`src/mwss_pkg.sv`:
```
// shared constants, types and the quarter-wave sine table of the wheel speed solver
package mwss_pkg;

    localparam int SINE_DEPTH = 256;
    localparam int IDX_W      = $clog2(SINE_DEPTH + 1);

    // configuration register indexes
    localparam logic [2:0] CFG_STEP_X = 3'd0;
    localparam logic [2:0] CFG_STEP_Y = 3'd1;
    localparam logic [2:0] CFG_WBASE  = 3'd2;
    localparam logic [2:0] CFG_WTRACK = 3'd3;
    localparam logic [2:0] CFG_OFS_X  = 3'd4;
    localparam logic [2:0] CFG_OFS_Y  = 3'd5;
    localparam logic [2:0] CFG_SCALE  = 3'd6;

    // serial multiplier: signed a times b, one bit of b per cycle
    localparam int MUL_A_W   = 30;
    localparam int MUL_B_W   = 24;
    localparam int MUL_P_W   = MUL_A_W + MUL_B_W;
    localparam int MUL_CNT_W = $clog2(MUL_B_W);

    // serial divider: one quotient bit per cycle
    localparam int DIV_N_W   = 43;
    localparam int DIV_Q_W   = 16;
    localparam int DIV_D_W   = 27;
    localparam int DIV_CNT_W = $clog2(DIV_Q_W);

    localparam logic [DIV_D_W-1:0] ANGLE_DIV = 27'd9000;
    localparam logic [DIV_D_W-1:0] RPM_DIV   = 27'd131072000;

    localparam logic signed [MUL_P_W:0] RPM_ROUND = 55'sd65536000;
    localparam logic signed [MUL_P_W:0] RPM_SAT   = 55'sd4294967296000;

    localparam longint unsigned PI_Q30 = 64'd3373259426;

    typedef logic [14:0] t_sine_tab [SINE_DEPTH+1];

    typedef struct packed {
        logic signed [27:0] term;
        logic               negate;
        logic signed [14:0] lever;
    } t_lane_cmd;

    // sin over 0..90 degrees, taylor series in Q2.30 rounded to unsigned Q0.15
    function automatic t_sine_tab f_sine_tab();
        t_sine_tab       tab;
        longint unsigned x;
        longint unsigned term;
        longint          sum;
        longint          q;
        for (int i = 0; i <= SINE_DEPTH; i++) begin
            x    = (PI_Q30 * 64'(i)) / 64'(2 * SINE_DEPTH);
            term = x;
            sum  = longint'(x);
            for (int k = 1; k <= 7; k++) begin
                term = (term * x) >> 30;
                term = (term * x) >> 30;
                term = term / 64'((2 * k) * (2 * k + 1));
                if ((k & 1) == 1) begin
                    sum = sum - longint'(term);
                end else begin
                    sum = sum + longint'(term);
                end
            end
            q = (sum + 64'sd16384) >>> 15;
            if (q > 32767) q = 32767;
            if (q < 0) q = 0;
            tab[i] = 15'(q);
        end
        return tab;
    endfunction

    localparam t_sine_tab SINE_TAB = f_sine_tab();

endpackage

```
`src/mwss_cdiv.sv`:
```
// restoring divider, one quotient bit per cycle, quotient must fit its width
module mwss_cdiv (
    input  logic                          i_clk,
    input  logic                          i_rst_n,
    input  logic                          i_start,
    input  logic [mwss_pkg::DIV_N_W-1:0] i_n,
    input  logic [mwss_pkg::DIV_D_W-1:0] i_d,
    output logic                          o_done,
    output logic [mwss_pkg::DIV_Q_W-1:0] o_q
);

    localparam int NW = mwss_pkg::DIV_N_W;
    localparam int QW = mwss_pkg::DIV_Q_W;
    localparam int CW = mwss_pkg::DIV_CNT_W;

    logic          r_busy;
    logic          r_done;
    logic [CW-1:0] r_cnt;
    logic [NW-1:0] r_rem;
    logic [NW-1:0] r_dsh;
    logic [QW-1:0] r_q;
    logic          w_ge;

    assign w_ge = (r_rem >= r_dsh);

    always_ff @(posedge i_clk) begin
        if (!i_rst_n) begin
            r_busy <= 1'b0;
            r_done <= 1'b0;
        end else begin
            r_done <= 1'b0;
            if (i_start) begin
                r_busy <= 1'b1;
                r_cnt  <= CW'(QW - 1);
                r_rem  <= i_n;
                r_dsh  <= NW'(i_d) << (QW - 1);
                r_q    <= '0;
            end else if (r_busy) begin
                if (w_ge) begin
                    r_rem <= r_rem - r_dsh;
                end
                r_q   <= {r_q[QW-2:0], w_ge};
                r_dsh <= r_dsh >> 1;
                r_cnt <= r_cnt - 1'b1;
                if (r_cnt == '0) begin
                    r_busy <= 1'b0;
                    r_done <= 1'b1;
                end
            end
        end
    end

    assign o_done = r_done;
    assign o_q    = r_q;

endmodule

```
`config.mk`:
```
export PLATFORM = sky130hd
export DESIGN_NAME = mwss_cdiv
export DESIGN_NICKNAME = d
export VERILOG_FILES = /design/src/mwss_pkg.sv /design/src/mwss_cdiv.sv
export SDC_FILE = /design/constraint.sdc
export NUM_CORES = 1
export LEC_CHECK = 0
export ABC_AREA = 1
export ABC_CLOCK_PERIOD_IN_PS = 4000
export BUFFER_PORTS_ARGS = -buffer_cell sky130_fd_sc_hd__buf_2
export CAP_MARGIN = 5
export CORE_ASPECT_RATIO = 1.75
export CORE_MARGIN = 10
export CORE_UTILIZATION = 45
export DETAILED_ROUTE_END_ITERATION = 6
export PLACE_DENSITY_LB_ADDON = 0.2
export SETUP_SLACK_MARGIN = 0.15
export SLEW_MARGIN = 20
export SYNTH_ARGS = -nofsm -noshare
export SYNTH_HDL_FRONTEND = slang
export SYNTH_SLANG_ARGS = --single-unit
export TNS_END_PERCENT = 100
```
`constraint.sdc`:
```
create_clock -name i_clk -period 4 [get_ports i_clk]
set_input_delay 0.8 -clock i_clk [delete_from_list [all_inputs] [get_ports i_clk]]
set_output_delay 0.8 -clock i_clk [all_outputs]
set_load 0.1 [all_outputs]
```
After elaboration in Yosys (flattened, before gate mapping)
Cells that the tools add are included.

Bits in registers: 107. Logic and storage cells: 29. Input bits: 73.

Reductions and logical operators: 6. Bitwise logic cells: 2. Order comparisons: 1. Mux-type cells: 11. Add/subtract/negate cells: 2.

Operators with widths (number): $mux 43 (3); $mux 42 (2); $ge 43x42->1 (1); $sub 43x42->43 (1); $mux 16 (1); $logic_not 4->1 (1); $mux 1 (4); $mux 4 (1); $reduce_bool 2->1 (2); $sub 4x1->4 const B (1); $reduce_and 3->1 (1); $reduce_or 3->1 (1); $not 1->1 (2); $reduce_and 2->1 (1).

Logic depth before layout (Yosys ltp)
Gate-level depths: netlist (run 1).

Depth in word-level cells: 4. Mapped depth: 16. Gate-level depth less buffers: 16.

Worst setup path after synthesis (run 1)
No wires, ideal clock.

Kind: input to register. Start point: in i_start. End point: reg r_rem[0] (enable). Path buffers: 1. Setup slack: 0.268 ns. Cell stages on the path: 5. Arrival: 3.334 ns. Required time: 3.603 ns. Cells stage by stage: buf_2 o21ai_0 inv_1 nand2_1 inv_1.

Longest elaborated chain between the ends: 2. Elaborated cells on any way between the ends: 3. Those cells by class: reduce/logical: 3.

RTL lines: from (decl) (RTL line mwss_cdiv.sv:5) `input logic i_start,`; $reduce_bool 2->1 (no line); $reduce_and 3->1 (no line) (*); to (signal assigned) (RTL line mwss_cdiv.sv:35) `r_rem <= i_n;`; to (signal assigned) (RTL line mwss_cdiv.sv:40) `r_rem <= r_rem - r_dsh;`; to (decl) (RTL line mwss_cdiv.sv:19) `logic [NW-1:0] r_rem;`.

Mark *: on every way between the ends. The rest lies on a longest branch, timed or not. A chain may end at the register's enable or synchronous reset.

Worst setup path in the final report (run 1)
Start point: reg r_dsh[39]. End point: reg r_rem[13] (enable).

Longest elaborated chain between the ends: 3.

RTL lines: from (decl) (RTL line mwss_cdiv.sv:20) `logic [NW-1:0] r_dsh;`; from (signal assigned) (RTL line mwss_cdiv.sv:36) `r_dsh <= NW'(i_d) << (QW - 1);`; from (signal assigned) (RTL line mwss_cdiv.sv:43) `r_dsh <= r_dsh >> 1;`; $ge 43x42->1 (RTL line mwss_cdiv.sv:24) `assign w_ge = (r_rem >= r_dsh);`; $reduce_bool 2->1 (no line); $reduce_and 3->1 (no line).

Every way passes these cells.

==> metrics.csv, run 1 <==
stage,metric,value,unit
clock_tree,hold_buffers,0,
sta,final.min_clock_period,2.733,ns
synth,async_reset_ff_frac,0,
synth,ys_types,34,
power,power_frac_comb,0.307,
detailed_routing,vias_per_cell,4.874,
setup_path,reg2reg_slack,1.27,ns
setup_path,worstPathArrival,2.73,ns
grt,first_global_vias,7310,
clock_tree,cts.repair.resized,0,
placement,gp_congestion,0.9549,
final_layout,area_delta_synth_final,12.78,%
job,cap_violations,0,
grt,grt_max_degree,88,
sta,slew_viol_final,0,
setup_path,crit_type,register to register,
setup_path,crit_top_cell,nand2_1,
floorplanning,std_cell_rows,63,
placement,port_buffers,89,
synth,yosysWarnings,0,
final_layout,antenna_cells,0,
setup_path,critPathCaptureType,register,
setup_path,cp_slowest_cell,buf_4,
detailed_routing,dr.pass1.iters,4,
final_layout,multi_input_area,3727,um^2
synth,syn_inst,1117,
synth,ys.flop_type,edfxtp_1,
synth,synth_fp_nets,1234,
sta,hold_slack,0.5040,ns
sta,finalHoldViolCount,0,
detailed_routing,vias,6989,
detailed_routing,route.detailed.drc,0,
setup_path,slowest_delay,0.52,ns
detailed_routing,drt-wirelength-per-cell,15.15,um
power,p_leak,0.004584,uW
clock_tree,cts_root_buf,clkbuf_16,
power,p_sw,1212,uW
synth,netlist_area,7833,um^2
clock_tree,tritoncts,yes,
power,seqPwrFrac,0.405,
sta,fmax,365.9,MHz
power,power.density,383.6,nW/um^2
placement,dp_hpwl,17490,um
clock_tree,cts.sinks,107,
clock_tree,clock_latency,0.37,ns
floorplanning,pin_count,90,
sta,setup_viol,0,
setup_path,cp-start-kind,register,
synth,yosysTopAreaCell,edfxtp_1,
setup_path,crit_fanout,43,
synth,synth_edf_count,105,
power,ir_drop,0.0002147,V
synth,synth.avg_cell_area,7.012,um^2
setup_path,cp.required,4.00,ns
grt,overflow,0,
setup_path,crit_chain,inv_1 > ha_1 > nand2_1 > nor2_1 > nand2_1 > nor2_1 > nand4_1 > nand2_1 > nor2_1 > nand3_1 > nand2_1 > inv_1 > buf_4,
grt,grt_pass1_wl,35070,um
sta,worst_pin_slew,0.8386,ns
sta,fin_skew,0.01086,ns
synth,ys_seq_elements,107,
sta,maxSlewHeadroom,0.4410,
sta,setup_tns,0,ns
sta,finalCritPeriodShare,0.6832,
clock_tree,cts-htree-levels,3,
power,finalPower,3389,uW
power,power_frac_clock,0.289,
clock_tree,clk_pin_slew,0.08,ns
hold_path,hp-class,register to register,
floorplanning,start_util,0.4600,
status,status,completed,
floorplanning,fp.dieW,119.7,um
clock_tree,postCtsSetupRepairBufs,0,
power,internal_power,2177,uW
detailed_routing,ant_nets,0,
clock_tree,cts_made_buffers,9,
final_layout,fin_nets,1319,
synth,yosys.area.top_type_share,0.4026,
final_layout,finalInstanceArea,8833,um^2
power,switching_share,0.3576,
final_layout,num-fill-cells,1831,
synth,yosysSeqAreaShare,0.4077,
grt,antenna_found_initial,0,
detailed_routing,dr.first_iter.drc_count,335,
sta,rsz0062_at_grt,no,
grt,grt_usage,0.1887,
floorplanning,die_height,194.5,um
final_layout,drive_above_1_share,0.1218,
final_layout,ff_latch_area,3193,um^2
synth,synth_area_leaders,"edfxtp_1 (40%), nand2_1 (19%), inv_1 (10%)",
floorplanning,fp.dieArea,23290,um^2
floorplanning,core-area,17030,um^2
placement,placed_cell_area,8508,um^2
clock_tree,cts_buffer_depth,2,
detailed_routing,routed_wl,21720,um
## flip-flops by register name (all words and copies together) (netlist names)
register and count:
o_q 16, o_done 1, r_cnt 4, r_dsh 42
r_rem 43, r_busy 1
## worst max-delay path: cells and delay by family, from the launching register on
kind	cells	cell delay, ns
buf+inv	3	0.63
fa+ha+maj	1	0.36
flops	1	0.34
simple gates	9	1.04
## final timing paths
path,startpoint,end,cells past startpoint
worst min-delay path,r_busy,o_done,1
worst min register to register,r_busy,o_done,1
worst max register to register,r_dsh[39],r_rem[13],13
worst max-delay path,r_dsh[39],r_rem[13],13
## metal layers
metal / wire length (um) / GRT usage / vias up / part of all wire
met1: 7796 / 0.1756 / 3169 / 0.36
met4: 1141 / 0.1082 / 0 / 0.053
met2: 12200 / 0.3662 / 119 / 0.56
met3: 582 / 0.03395 / 54 / 0.027
met5: 0 / 0 / - / 0
li1: - / - / 3647 / -
## synth_stat cells, types with 6 or more instances
cell	count
nand2_1	404
xnor2_1	8
nand3_1	61
nand4_1	6
nor3_1	6
ha_1	43
edfxtp_1	105
a21oi_1	37
nor2_2	10
nand2_2	11
clkbuf_1	10
inv_1	219
nand3_2	7
o21ai_0	47
nor2_1	100
## layout by cell type (no fill, tap or decap), types with 2 or more instances in the layout
master | synthesis | layout
xnor2_1 | 8 | 8
nand3_2 | 7 | 7
edfxtp_1 | 105 | 105
nand2_1 | 404 | 404
buf_2 | 4 | 88
inv_1 | 219 | 218
nor3_1 | 6 | 6
clkbuf_16 | 0 | 9
or2_2 | 4 | 4
nand4_1 | 6 | 6
buf_4 | 0 | 5
or2_1 | 4 | 4
nor2_2 | 10 | 10
nor2_1 | 100 | 100
o21ai_0 | 47 | 47
o21ai_1 | 4 | 4
o21bai_1 | 3 | 3
xor2_1 | 3 | 3
nand2_2 | 11 | 11
and2_1 | 3 | 3
inv_2 | 1 | 2
dfxtp_1 | 2 | 2
inv_6 | 0 | 3
a21oi_1 | 37 | 37
nand3b_1 | 2 | 2
nor2_4 | 2 | 2
ha_1 | 43 | 43
nand3_1 | 61 | 61
clkinv_8 | 0 | 2
## power groups by stage
stage / clock, uW / sequential [uW] / combinational, uW
after floorplan: 0 / 1460 / 688
after global placement: 0 / 1390 / 1030
after detailed placement: 0 / 1400 / 1040
after CTS: 997 / 1370 / 1050
after global routing: 1040 / 1380 / 1180
final: 978 / 1370 / 1040
## area by class of cell
cell class                      count  share of cell area
Multi-Input combinational cell    771              0.4220
Sequential cell                   107              0.3615
Inverter                          220             0.09348
Timing Repair Buffer               93             0.05411
Tap cell                          227             0.03215
Clock buffer                        9             0.02550
Clock inverter                      7             0.01133
## stage by stage
stage                     utilization  setup WS [ns]  cells
after global placement         0.4997          1.256   1418
after detailed placement       0.4997          1.186   1418
after global routing           0.5188         0.9550   1434
after CTS                      0.5188          1.282   1434
after floorplan                     -         0.2682   1117
final                          0.5188          1.267   1434
## cells by family after synthesis
group                      after synthesis  synth area share
buffers and inverters                  239            0.1165
AOI/OAI and AO/OA                       94           0.06230
xor gates and xnor gates                11           0.01230
adders and majority gates               44           0.07125
and+or+nand+nor                        622            0.3300
DFF                                    107            0.4077
Note: power is estimated with default switching activity, not from simulation.
==> run 2, diff against run 1 <==
--- a/config.mk
+++ b/config.mk
@@ -5,8 +5,8 @@
 export SDC_FILE = /design/constraint.sdc
 export NUM_CORES = 1
 export LEC_CHECK = 0
-export ABC_AREA = 1
-export ABC_CLOCK_PERIOD_IN_PS = 4000
+export ABC_AREA = 0
+export ABC_CLOCK_PERIOD_IN_PS = 2600
 export BUFFER_PORTS_ARGS = -buffer_cell sky130_fd_sc_hd__buf_2
 export CAP_MARGIN = 5
 export CORE_ASPECT_RATIO = 1.75
==> constraint.sdc (replaced) <==
create_clock -name i_clk -period 2.6 [get_ports i_clk]
set_input_delay 0.52 -clock i_clk [delete_from_list [all_inputs] [get_ports i_clk]]
set_output_delay 0.52 -clock i_clk [all_outputs]
set_load 0.1 [all_outputs]
==> metrics.csv, run 2 <==
stage,metric,value,unit
status,status,finished with violations,
status,violations,setup timing,
detailed_routing,ant_nets,0,
setup_path,reg2reg_slack,-0.33,ns
grt,grt_pass1_wl,32110,um
setup_path,cp.depth,10,
clock_tree,tritoncts,yes,
sta,finalCritPeriodShare,1.127,
placement,port_buffers,89,
setup_path,crit_buf_inv,2,
grt,grt_usage,0.1859,
detailed_routing,dr.first_iter.drc_count,268,
synth,yosysWarnings,0,
synth,synth_mux_area_frac,0.002851,
final_layout,layout_common_cells,"edfxtp_1 (105), nand2_1 (100), buf_4 (100)",
setup_path,cp_slowest_cell,or4_4,
floorplanning,start_util,0.4563,
clock_tree,cts.sinks,107,
clock_tree,cts_made_buffers,9,
grt,overflow,0,
synth,synth_top_family_by_area,compound AO/OA/AOI/OAI gates,
setup_path,r2r-start,r_rem[20],
detailed_routing,vias_per_cell,5.508,
synth,netlist_area,7022,um^2
synth,synth_fp_nets,849,
setup_path,crit_start,r_rem[20],
sta,fin_skew,0.01214,ns
floorplanning,core-area,15390,um^2
setup_path,slowest_delay,0.56,ns
detailed_routing,route.detailed.drc,0,
detailed_routing,drt-wirelength-per-cell,17.86,um
synth,ys_types,70,
synth,syn_inst,732,
final_layout,drive_above_1_share,0.3937,
sta,maxSlewHeadroom,0.6368,
setup_path,crit_top_cell,or4_4,
sta,finalHoldViolCount,0,
clock_tree,hold_buffers,0,
synth,ys_seq_elements,107,
final_layout,regMostFlops,r_rem,
setup_path,cp.required,2.67,ns
synth,synth_compound_area_frac,0.1971,
setup_path,crit_type,register to register,
setup_path,critPathCaptureType,register,
detailed_routing,vias,6229,
synth,async_reset_ff_frac,0,
clock_tree,clock_latency,0.36,ns
floorplanning,fp.dieArea,21200,um^2
sta,setup_tns,-14.67,ns
synth,synth_edf_count,105,
grt,grt_max_degree,72,
sta,rsz0062_at_grt,yes,
setup_path,crit_fanout,9,
clock_tree,clk_pin_slew,0.08,ns
clock_tree,cts_root_buf,clkbuf_16,
synth,synthAdderAreaFrac,0.07947,
sta,final.setup.worst_slack,-0.3312,ns
synth,synthSimpleGateAreaFrac,0.1687,
final_layout,ff_latch_area,3193,um^2
final_layout,mostFrequentLayoutCell,edfxtp_1,
placement,dp_hpwl,14720,um
sta,slew_viol_final,0,
detailed_routing,dr.pass1.iters,5,
final_layout,fin_nets,1057,
setup_path,crit_chain,ha_4 > nand4_4 > or4_4 > or4_4 > nor3_2 > nor4_1 > o21a_2 > a21oi_4 > buf_4 > clkbuf_16,
final_layout,largest_reg_flops,43,
job,cap_violations,0,
power,p_leak,0.004103,uW
floorplanning,pin_count,90,
grt,first_global_vias,6629,
setup_path,r2r-end,r_rem[33],
final_layout,multi_input_area,4173,um^2
power,power.density,594.7,nW/um^2
detailed_routing,routed_wl,20210,um
hold_path,hp-class,primary input to register,
power,ir_drop,0.0003795,V
sta,final.min_clock_period,2.931,ns
setup_path,critPathCapture,r_rem[33],
synth,yosysSeqAreaShare,0.4547,
sta,setup_viol,62,
synth,ys.flop_type,edfxtp_1,
sta,worst_pin_slew,0.5391,ns
clock_tree,cts_buffer_depth,2,
sta,fmax,341.2,MHz
setup_path,cp-start-kind,register,
final_layout,antenna_cells,0,
placement,gp_congestion,0.8837,
sta,hold_slack,0.4355,ns
synth,yosys.area.top_type_share,0.4490,
setup_path,reg2reg_depth,10,
final_layout,num-fill-cells,1248,
synth,synth_commonest_cells,"edfxtp_1 (105), nand2_1 (105), o21ai_0 (66), inv_1 (59), nor2_1 (51)",
final_layout,area_delta_synth_final,40.25,%
synth,yosys.area_share.xor_xnor,0.03742,
synth,synth_area_leaders,"edfxtp_1 (45%), ha_1 (7.7%), nand2_1 (5.6%)",
grt,antenna_found_initial,0,
synth,synth.avg_cell_area,9.593,um^2
floorplanning,std_cell_rows,60,
setup_path,critPathTopFamily,simple AND/OR/NAND/NOR gates,
floorplanning,die_height,185.2,um
floorplanning,fp.dieW,114.4,um
clock_tree,cts-htree-levels,3,
setup_path,worstPathArrival,3.00,ns
synth,yosysTopAreaCell,edfxtp_1,
## run 2: cell types whose count changed in the layout (fill, tap and decap cells not counted), sizes merged, moves of 32 or more
cell / before / now
buf: 93 / 227
inv: 224 / 61
nand2: 415 / 106
nand3: 68 / 12
nor2: 112 / 51
o21ai: 52 / 84
## run 2: area by class of cell
type                            count  area share
Tap cell                          186     0.02363
Multi-Input combinational cell    534      0.4237
Clock buffer                        9     0.02287
Sequential cell                   107      0.3242
Timing Repair Buffer              229      0.1742
Clock inverter                      7    0.008512
Inverter                           59     0.02287
## run 2: how the worst min path moves through the flow
stage | from | to | slack [ns] | cells past startpoint
3_3_place_gp | r_busy | o_done | 0.50 | 1
6_report | i_d[6] | r_dsh[21] | 0.44 | 3
2_1_floorplan | r_busy | o_done | 0.49 | 1
3_5_place_dp | r_busy | o_done | 0.52 | 1
4_1_cts | i_d[7] | r_dsh[22] | 0.43 | 3
5_1_grt | i_d[7] | r_dsh[22] | 0.43 | 3
## run 2: layer usage
metal / global-route usage / routed length (um) / up-vias
li1: - / - / 3058
met2: 0.3478 / 11350 / 142
met4: 0.06492 / 481 / 0
met1: 0.2007 / 7632 / 2992
met5: 0 / 0 / -
met3: 0.03272 / 744 / 37
## run 2: what timing repair did
item                                    4_1_cts  5_1_grt
cloned                                        0        3
endpoints found under the setup margin       74       75
hold endpoints to repair                      0        0
buffers inserted                             26       11
gates resized for setup                     113       49
pin swaps                                    38       45
## run 2: cell families after synthesis
logic type	Yosys count
compound gates	212
mux	2
buf+inv	91
xor+xnor	30
simple gates	246
fa+ha+maj	44
flops	107
## run 2: where the power goes
| part | leakage [uW] | internal, uW | switching (uW) |
|---|---|---|---|
| sequential | 0.00102 | 2080 | 56.1 |
| clock | 0.000149 | 689 | 735 |
| combinational | 0.00293 | 1050 | 1240 |
## run 2: tightest hold or removal path, stage by stage
cell     delay [ns]
buf_2          0.07
nand2_1        0.04
o21ai_0        0.05
## run 2: stage by stage
step,std cells,instance area [um^2],setup WS (ns),util,total power (uW)
floorplan,732,7156,-0.6936,-,3335
global placement,1076,8431,-0.2675,0.5478,3925
detailed placement,1076,8431,-0.3284,0.5478,3960
CTS,1118,9512,-0.3184,0.6180,5722
global route,1131,9848,-0.4487,0.6399,6141
finish,1131,9848,-0.3312,0.6399,5857
==> run 3, diff against run 2 <==
--- a/config.mk
+++ b/config.mk
@@ -9,13 +9,12 @@
 export ABC_CLOCK_PERIOD_IN_PS = 2600
 export BUFFER_PORTS_ARGS = -buffer_cell sky130_fd_sc_hd__buf_2
 export CAP_MARGIN = 5
-export CORE_ASPECT_RATIO = 1.75
 export CORE_MARGIN = 10
 export CORE_UTILIZATION = 45
 export DETAILED_ROUTE_END_ITERATION = 6
+export MAX_ROUTING_LAYER = met4
 export PLACE_DENSITY_LB_ADDON = 0.2
 export SETUP_SLACK_MARGIN = 0.15
-export SLEW_MARGIN = 20
 export SYNTH_ARGS = -nofsm -noshare
 export SYNTH_HDL_FRONTEND = slang
 export SYNTH_SLANG_ARGS = --single-unit
==> metrics.csv, run 3 (synthesis gave the netlist of run 2 again) <==
stage,metric,value,unit
setup_path,cp-start-kind,register,
final_layout,num-fill-cells,1243,
floorplanning,fp.dieW,144.9,um
status,status,finished with violations,
grt,antenna_found_initial,0,
floorplanning,std_cell_rows,45,
final_layout,area_delta_synth_final,38.97,%
detailed_routing,drt-wirelength-per-cell,17.47,um
sta,hold_slack,0.4295,ns
sta,fin_skew,0.01443,ns
clock_tree,clock_latency,0.37,ns
setup_path,crit_start,r_rem[20],
detailed_routing,dr.pass1.iters,5,
hold_path,min_from,i_rst_n,
sta,finalCritPeriodShare,1.109,
detailed_routing,vias,6161,
final_layout,largest_reg_flops,43,
detailed_routing,routed_wl,20020,um
sta,worst_pin_slew,0.5557,ns
power,finalPower,5787,uW
grt,grt_usage,0.1873,
power,switching_share,0.3466,
power,power_frac_clock,0.246,
sta,finalHoldViolCount,0,
final_layout,fin_nets,1047,
floorplanning,fp.dieArea,21000,um^2
placement,port_buffers,89,
clock_tree,cts_buffer_depth,2,
setup_path,crit_fanout,6,
clock_tree,tritoncts,yes,
final_layout,drive_above_1_share,0.3722,
detailed_routing,dr.first_iter.drc_count,481,
power,ir_drop,0.0003265,V
detailed_routing,ant_nets,0,
power,power_frac_comb,0.385,
placement,placed_cell_area,8459,um^2
grt,grt_pass1_wl,31850,um
setup_path,worstPathArrival,2.97,ns
placement,gp_congestion,0.8841,
clock_tree,cts_made_buffers,9,
sta,final.setup.worst_slack,-0.2828,ns
final_layout,postLayoutCoreUtil,0.6395,
setup_path,crit_type,register to register,
sta,fmax,346.9,MHz
floorplanning,start_util,0.4602,
hold_path,hp-class,primary input to register,
sta,slew_viol_final,0,
floorplanning,die_height,144.9,um
power,internal_power,3782,uW
floorplanning,core-area,15260,um^2
final_layout,layout_common_cells,"edfxtp_1 (105), nand2_1 (102), buf_4 (101)",
power,p_leak,0.004004,uW
clock_tree,clk_pin_slew,0.08,ns
status,violations,setup timing,
setup_path,critPathCaptureType,register,
sta,setup_viol,61,
clock_tree,cts-htree-levels,3,
setup_path,r2r-start,r_rem[20],
setup_path,cp.required,2.69,ns
detailed_routing,route.detailed.drc,0,
job,cap_violations,0,
final_layout,antenna_cells,0,
power,power.density,593.1,nW/um^2
detailed_routing,vias_per_cell,5.376,
sta,final.min_clock_period,2.883,ns
final_layout,mostFrequentLayoutCell,edfxtp_1,
clock_tree,cts_root_buf,clkbuf_16,
sta,maxSlewHeadroom,0.6256,
clock_tree,hold_buffers,0,
power,seqPwrFrac,0.370,
grt,overflow,0,
clock_tree,cts.sinks,107,
grt,grt_max_degree,78,
sta,rsz0062_at_grt,yes,
floorplanning,pin_count,90,
power,p_sw,2006,uW
final_layout,finalInstanceArea,9758,um^2
grt,first_global_vias,6332,
sta,setup_tns,-12.89,ns
placement,dp_hpwl,13930,um
final_layout,regMostFlops,r_rem,
## run 3: cell types whose count changed in the layout (fill, tap and decap cells not counted), moves of 5 or more
cell     previous run  this run
ha_4               14        19
ha_1               27        22
buf_6              35        19
o21ai_1            23        16
o21ai_0            52        62
## run 3: critical path, cell delays in order, from the launching register on
cell	delay, ns
edfxtp_1	0.42
ha_4	0.31
nand4_4	0.11
or4_4	0.51
or4_4	0.43
nor3_2	0.11
nor4_1	0.07
o21a_2	0.15
a21oi_4	0.18
buf_12	0.16
clkbuf_16	0.16
## run 3: power groups by stage
| stage | registers [uW] | clock network [uW] | logic, uW |
|---|---|---|---|
| floorplan | 2260 | 0 | 1070 |
| global placement | 2160 | 0 | 1740 |
| detailed placement | 2170 | 0 | 1760 |
| CTS | 2140 | 1440 | 2080 |
| global route | 2150 | 1500 | 2400 |
| finish | 2140 | 1420 | 2230 |
## run 3: what timing repair did
| item | in CTS | in global routing |
|---|---|---|
| setup buffers | 22 | 5 |
| endpoints found under the setup margin | 72 | 75 |
| gates cloned | 2 | 2 |
| pin swaps | 54 | 38 |
| gates resized for setup | 96 | 31 |
## run 3: final timing paths
check | endpoint | slack [ns] | cells past startpoint
worst max-delay path | r_rem[33] | -0.28 | 10
worst min-delay path | o_done | 0.43 | 2
worst max register to register | r_rem[33] | -0.28 | 10
worst min register to register | o_done | 0.52 | 1
## run 3: final cells by class
type / count / area (um^2) / share of cell area
Tap cell: 211 / 264.0 / 0.02705
Sequential cell: 107 / 3193 / 0.3272
Multi-Input combinational cell: 534 / 4123 / 0.4225
Clock inverter: 7 / 75.07 / 0.007693
Inverter: 59 / 225.2 / 0.02308
Timing Repair Buffer: 219 / 1653 / 0.1694
Clock buffer: 9 / 225.2 / 0.02308
## run 3: layer usage
metal,wire (um),track usage
met1,9016,0.2346
met2,9738,0.2984
met3,729,0.02670
met4,532,0.07661
met5,0,-
## run 3: stage by stage
step | cells | setup WS, ns
2_1_floorplan | 732 | -0.6936
3_3_place_gp | 1099 | -0.2613
3_5_place_dp | 1099 | -0.3410
4_1_cts | 1139 | -0.3503
5_1_grt | 1146 | -0.3789
6_report | 1146 | -0.2828
